$ cat config.mk
export PLATFORM = sky130hd
export DESIGN_NAME = lzs_out_fifo
export DESIGN_NICKNAME = d
export VERILOG_FILES = /design/src/sv/lzs_pkg.sv /design/src/sv/lzs_out_fifo.sv
export SDC_FILE = /design/constraint.sdc
export NUM_CORES = 1
export LEC_CHECK = 0
export BUFFER_PORTS_ARGS = -buffer_cell sky130_fd_sc_hd__buf_2
export CAP_MARGIN = 10
export CORE_UTILIZATION = 55
export CTS_CLUSTER_SIZE = 20
export DETAILED_ROUTE_END_ITERATION = 12
export GPL_ROUTABILITY_DRIVEN = 0
export GPL_TIMING_DRIVEN = 0
export PLACE_DENSITY = 0.73
export SETUP_SLACK_MARGIN = 0.3
export SYNTH_ARGS = -nofsm -noshare
export SYNTH_HDL_FRONTEND = slang
export SYNTH_SLANG_ARGS = --single-unit
$ cat constraint.sdc
create_clock -name i_clk -period 2.15 [get_ports i_clk]
set_input_delay 0.43 -clock i_clk [delete_from_list [all_inputs] [get_ports i_clk]]
set_output_delay 0.43 -clock i_clk [all_outputs]
set_load 0.005 [all_outputs]
$ cat src/sv/lzs_pkg.sv
// ----------------------------------------------------------------------------
// lzs_pkg
// Shared types, constants and helpers for the largest zero square finder.
// ----------------------------------------------------------------------------
package lzs_pkg;

    // Defaults for the top-level parameters
    localparam int unsigned DEF_MAX_COLS      = 1024;
    localparam int unsigned DEF_MAX_ROWS      = 1024;
    localparam int unsigned DEF_ELEMENT_WIDTH = 32;

    // Fixed field widths
    localparam int unsigned REG_W     = 11;   // row_count / column_count
    localparam int unsigned SIDE_W    = 11;   // square side
    localparam int unsigned CFG_IDX_W = 2;    // register index on the config port

    // Register indexes
    localparam logic [CFG_IDX_W-1:0] REG_ROW_COUNT    = CFG_IDX_W'(0);
    localparam logic [CFG_IDX_W-1:0] REG_COLUMN_COUNT = CFG_IDX_W'(1);

    // Output queue geometry
    localparam int unsigned OQ_DEPTH = 4;
    localparam int unsigned OQ_PTR_W = 2;
    localparam int unsigned OQ_CNT_W = 3;

    // One result word
    typedef struct packed {
        logic [SIDE_W-1:0] best_side;
        logic              matrix_done;
    } t_result;

    // Zero reads as one, anything above the maximum saturates
    function automatic logic [REG_W-1:0] clamp_count(
        input logic [REG_W-1:0] v,
        input int unsigned      maxv
    );
        logic [REG_W-1:0] res;
        res = v;
        if (v == '0) begin
            res = REG_W'(1);
        end else if (32'(v) > maxv) begin
            res = REG_W'(maxv);
        end
        return res;
    endfunction

endpackage

$ cat src/sv/lzs_out_fifo.sv
// ----------------------------------------------------------------------------
// lzs_out_fifo
// Small result queue between the scan pipeline and the output channel.
// ----------------------------------------------------------------------------
module lzs_out_fifo (
    input  logic                             i_clk,
    input  logic                             i_rst_n,
    input  logic                             i_push,
    input  lzs_pkg::t_result                 i_data,
    input  logic                             i_pop,
    output logic                             o_valid,
    output lzs_pkg::t_result                 o_data,
    output logic [lzs_pkg::OQ_CNT_W-1:0]     o_count
);

    lzs_pkg::t_result                 r_buf [lzs_pkg::OQ_DEPTH];
    logic [lzs_pkg::OQ_PTR_W-1:0]     r_head;
    logic [lzs_pkg::OQ_PTR_W-1:0]     r_tail;
    logic [lzs_pkg::OQ_CNT_W-1:0]     r_count;
    logic                             pop_ok;

    assign pop_ok = i_pop && (r_count != '0);

    // Storage
    always_ff @(posedge i_clk) begin
        if (i_push) begin
            r_buf[r_tail] <= i_data;
        end
    end

    // Pointers and fill level
    always_ff @(posedge i_clk) begin
        if (!i_rst_n) begin
            r_head  <= '0;
            r_tail  <= '0;
            r_count <= '0;
        end else begin
            if (i_push) begin
                r_tail <= r_tail + lzs_pkg::OQ_PTR_W'(1);
            end
            if (pop_ok) begin
                r_head <= r_head + lzs_pkg::OQ_PTR_W'(1);
            end
            case ({i_push, pop_ok})
                2'b10:   r_count <= r_count + lzs_pkg::OQ_CNT_W'(1);
                2'b01:   r_count <= r_count - lzs_pkg::OQ_CNT_W'(1);
                default: r_count <= r_count;
            endcase
        end
    end

    assign o_valid = (r_count != '0);
    assign o_data  = r_buf[r_head];
    assign o_count = r_count;

endmodule

==> metrics.md <==
| Metric | Value |
|---|---|
| Site Rows | 22 |
| Fmax | 513.2 MHz |
| Fin crit share | 0.9064 |
| DIE AREA | approximately 0.0043 mm2 |
| Most frequent cells in the layout | 48 x edfxtp_1, 30 x buf_2, 10 x mux4_2, 9 x clkbuf_8, 8 x and2_1 |
| Hold/Removal Path Class | in -> reg |
| First-pass DRT Iterations | 4 |
| Initial Util | 0.5882 |
| Psw | a little over 0.7 mW |
| Relative max-transition margin | 0.5632 |
| Seq pwr share | 0.464 |
| Final Util | 0.7193 |
| WL final | around 3400 um |
| Pwr/cell area | about 1100 mW/mm2 |
| Reg2reg path depth | 7 |
| Floorplan core area | 0.003744 mm2 |
| Commonest non-fill, non-tap cell in the layout | edfxtp_1 |
| Hold wc startpoint | i_data[11] |
| Buf/Inv on CP | 2 |
| Largest net degree at the start of global routing | 13 |
| Clock sink count | 57 |
| Max clock buf depth | 2 |
| Die width | 65.28 um |
| Pins over their slew limit | 0 |
| Critical-path maximum fanout | 5 |
| Top delay family on crit path | multiplexers |
| FF+latch count, synth | 57 |
| Cell variety after synth | 20 |
| Final Hold Fails | 0 |
| Cts-stage hold buffer count | 0 |
| Cell taking the most area after synthesis | edfxtp_1 |
| Syn. warnings | 0 |
| CTS tree | built |
| Slowest CP cell | mux4_2 |
| Setup TNS | 0 ps |
| Routed length per instance | ~16 um |
| Hold Path Sink | r_buf[2][11]$_DFFE_PP_ |
| Mapped cell area | about 0.0022 mm2 |
| Inserted Clock Buffers | 9 |
| Max-capacitance violation count | 0 |
| Critical path type | reg -> out |
| Syn Inst Count | approximately 110 |
| Tmin final | approximately 2000 ps |
| Status | finished, final reports clean |
| ANT nets after route | 0 |
| First-pass GRT wire length | 5444 um |
| Slew @ Worst Pin | ~660 ps |
| Nature of the critical path startpoint | flip-flop |
| Share of the synthesized area in the top cell type | 0.6545 |
| CP Capture Type | output port |
| WHS Path Cells | 1 |
| Logic gate share of total power | 0.231 |
| Nets | roughly 180 |
| Die height | approximately 65 um |
| Latest clock arrival within the worst-skew pair | about 330 ps |
| R2R Path End | o_count[2]$_SDFFE_PN0P_ |
| Io pins | 32 |
| Clock share of power | 0.305 |
| Clock Tree Root | clkbuf_8 |
| Sequential area share after synthesis | 0.7364 |
| Clk slew on worst S/H paths | ~60 ps |
| Total grt overflow | 0 |
| Vias/cell | around 5.3 |
| Layout fillers | 256 |
| H-tree depth | 3 |
| Setup violators final | 0 |
| Vias | between 1000 and 1500 |
| Largest cells by area after synthesis | edfxtp_1 65%, mux4_2 10%, dfxtp_1 8.2% |
| IO Port Bufs | 31 |
| Placed wire-length estimate | 2071 um |
| P_leak | around 0.97 nW |
| Vias in the first global route | ~1100 |
| Critical Path RT | approximately 1700 ps |
| Area Overhead vs Synth | 22.27% |
| Pre-CTS setup slack | 105.7 ps |
| Total GRT Usage | 0.1917 |
| Clock Skews | between 6 and 7 ps |
| Initial antenna violation count | 0 |
| Number of remaining DRC errors | 0 |
| Reg2Reg Launch Point | o_count[2]$_SDFFE_PN0P_ |
| Diode count | 0 |
| Crit path DAT | 1520 ps |
| Share of cells above drive strength 1 | 0.4250 |
| Max VDD drop | roughly 0.67 mV |
| Hold Slack | 316.3 ps |
| Worst R2R Setup Slack | between 300 and 400 ps |
| CP peak stage delay | about 490 ps |
| Initial drt markers | 39 |
| Syn Nets | between 100 and 150 |
| Pwr Total | ~3 mW |
| Sw frac | 0.2425 |
| Final WS setup | around 200 ps |
| Crit path cell chain | clkbuf_16 > mux4_2 > buf_2 |
| Mean Syn Cell Area | a little over 20 um2 |
| RSZ-0062 raised after global routing | yes |
| Internal cell power | 2.224 mW |
-- flip-flops by register name (all words and copies together) (netlist names), named ones only --
register and flops:
r_head 2, o_count 3, r_tail 2, r_buf 48
-- how the worst max path moves through the flow --
stage,start,end,slack [ps],depth (start not counted)
2_1_floorplan,o_count[0]$_SDFFE_PN0P_,o_count[2]$_SDFFE_PN0P_,310,7
3_3_place_gp,i_pop,o_count[2]$_SDFFE_PN0P_,180,8
3_5_place_dp,i_pop,o_count[2]$_SDFFE_PN0P_,110,8
4_1_cts,flip-flop,o_data[4],180,3
5_1_grt,flip-flop,o_data[10],140,3
6_report,flip-flop,o_data[10],200,3
-- timing repair --
action,4_1_cts,5_1_grt
resized for setup,10,5
endpoints found under the hold margin,0,0
gates cloned,0,1
pin swaps,2,1
setup endpoints to repair,12,13
buffers inserted,3,2
-- metrics by stage --
step           cells  instance area [um2]
2_1_floorplan    108                 2202
3_3_place_gp     187                 2417
3_5_place_dp     187                 2417
4_1_cts          205                 2639
5_1_grt          208                 2693
6_report         208                 2693
-- Yosys cell counts, drive strengths merged --
| cell type | number |
|---|---|
| o311ai | 1 |
| xnor2 | 3 |
| nor2b | 3 |
| buf | 2 |
| edfxtp | 48 |
| mux2i | 1 |
| mux4 | 12 |
| a21boi | 1 |
| or3 | 2 |
| fa | 1 |
| inv | 6 |
| o21ai | 2 |
| o31a | 1 |
| ha | 5 |
| and2 | 8 |
| nand2 | 1 |
| dfxtp | 9 |
| xor2 | 2 |
-- final cells by class --
cell class / instances / area [um2] / share of cell area
clock inverter: 5 / 47.55 / 0.01766
multi-input combinational: 43 / 546.8 / 0.2031
tap: 48 / 60.06 / 0.02230
buffer: 2 / 27.53 / 0.01022
clock buffer: 10 / 127.6 / 0.04740
inverter: 6 / 22.52 / 0.008364
sequential: 57 / 1637 / 0.6078
timing repair buffer: 37 / 224.0 / 0.08318
-- power by group through the flow --
stage	clock network [mW]	logic, mW	registers [mW]
after detailed placement	0	0.553	1.38
after global routing	0.955	0.750	1.37
after CTS	0.910	0.610	1.37
final	0.897	0.678	1.36
after floorplan	0	0.366	1.37
after global placement	0	0.535	1.37
-- logic make-up after synthesis --
kind of cell	Yosys count	synth area share
XOR/XNOR	5	0.01989
buffers and inverters	8	0.01761
multiplexers	13	0.1307
flip-flops	57	0.7364
AO/OA/AOI/OAI	5	0.01932
adder cells (fa/ha/maj)	6	0.03750
AND/OR/NAND/NOR	14	0.03864
-- routing by layer --
layer  track usage  part of all wire
met1        0.2330              0.44
met2        0.2977              0.50
met3       0.09028             0.045
met4       0.07337            0.0088
met5             0                 0
Power figures use the tool's default switching activity.
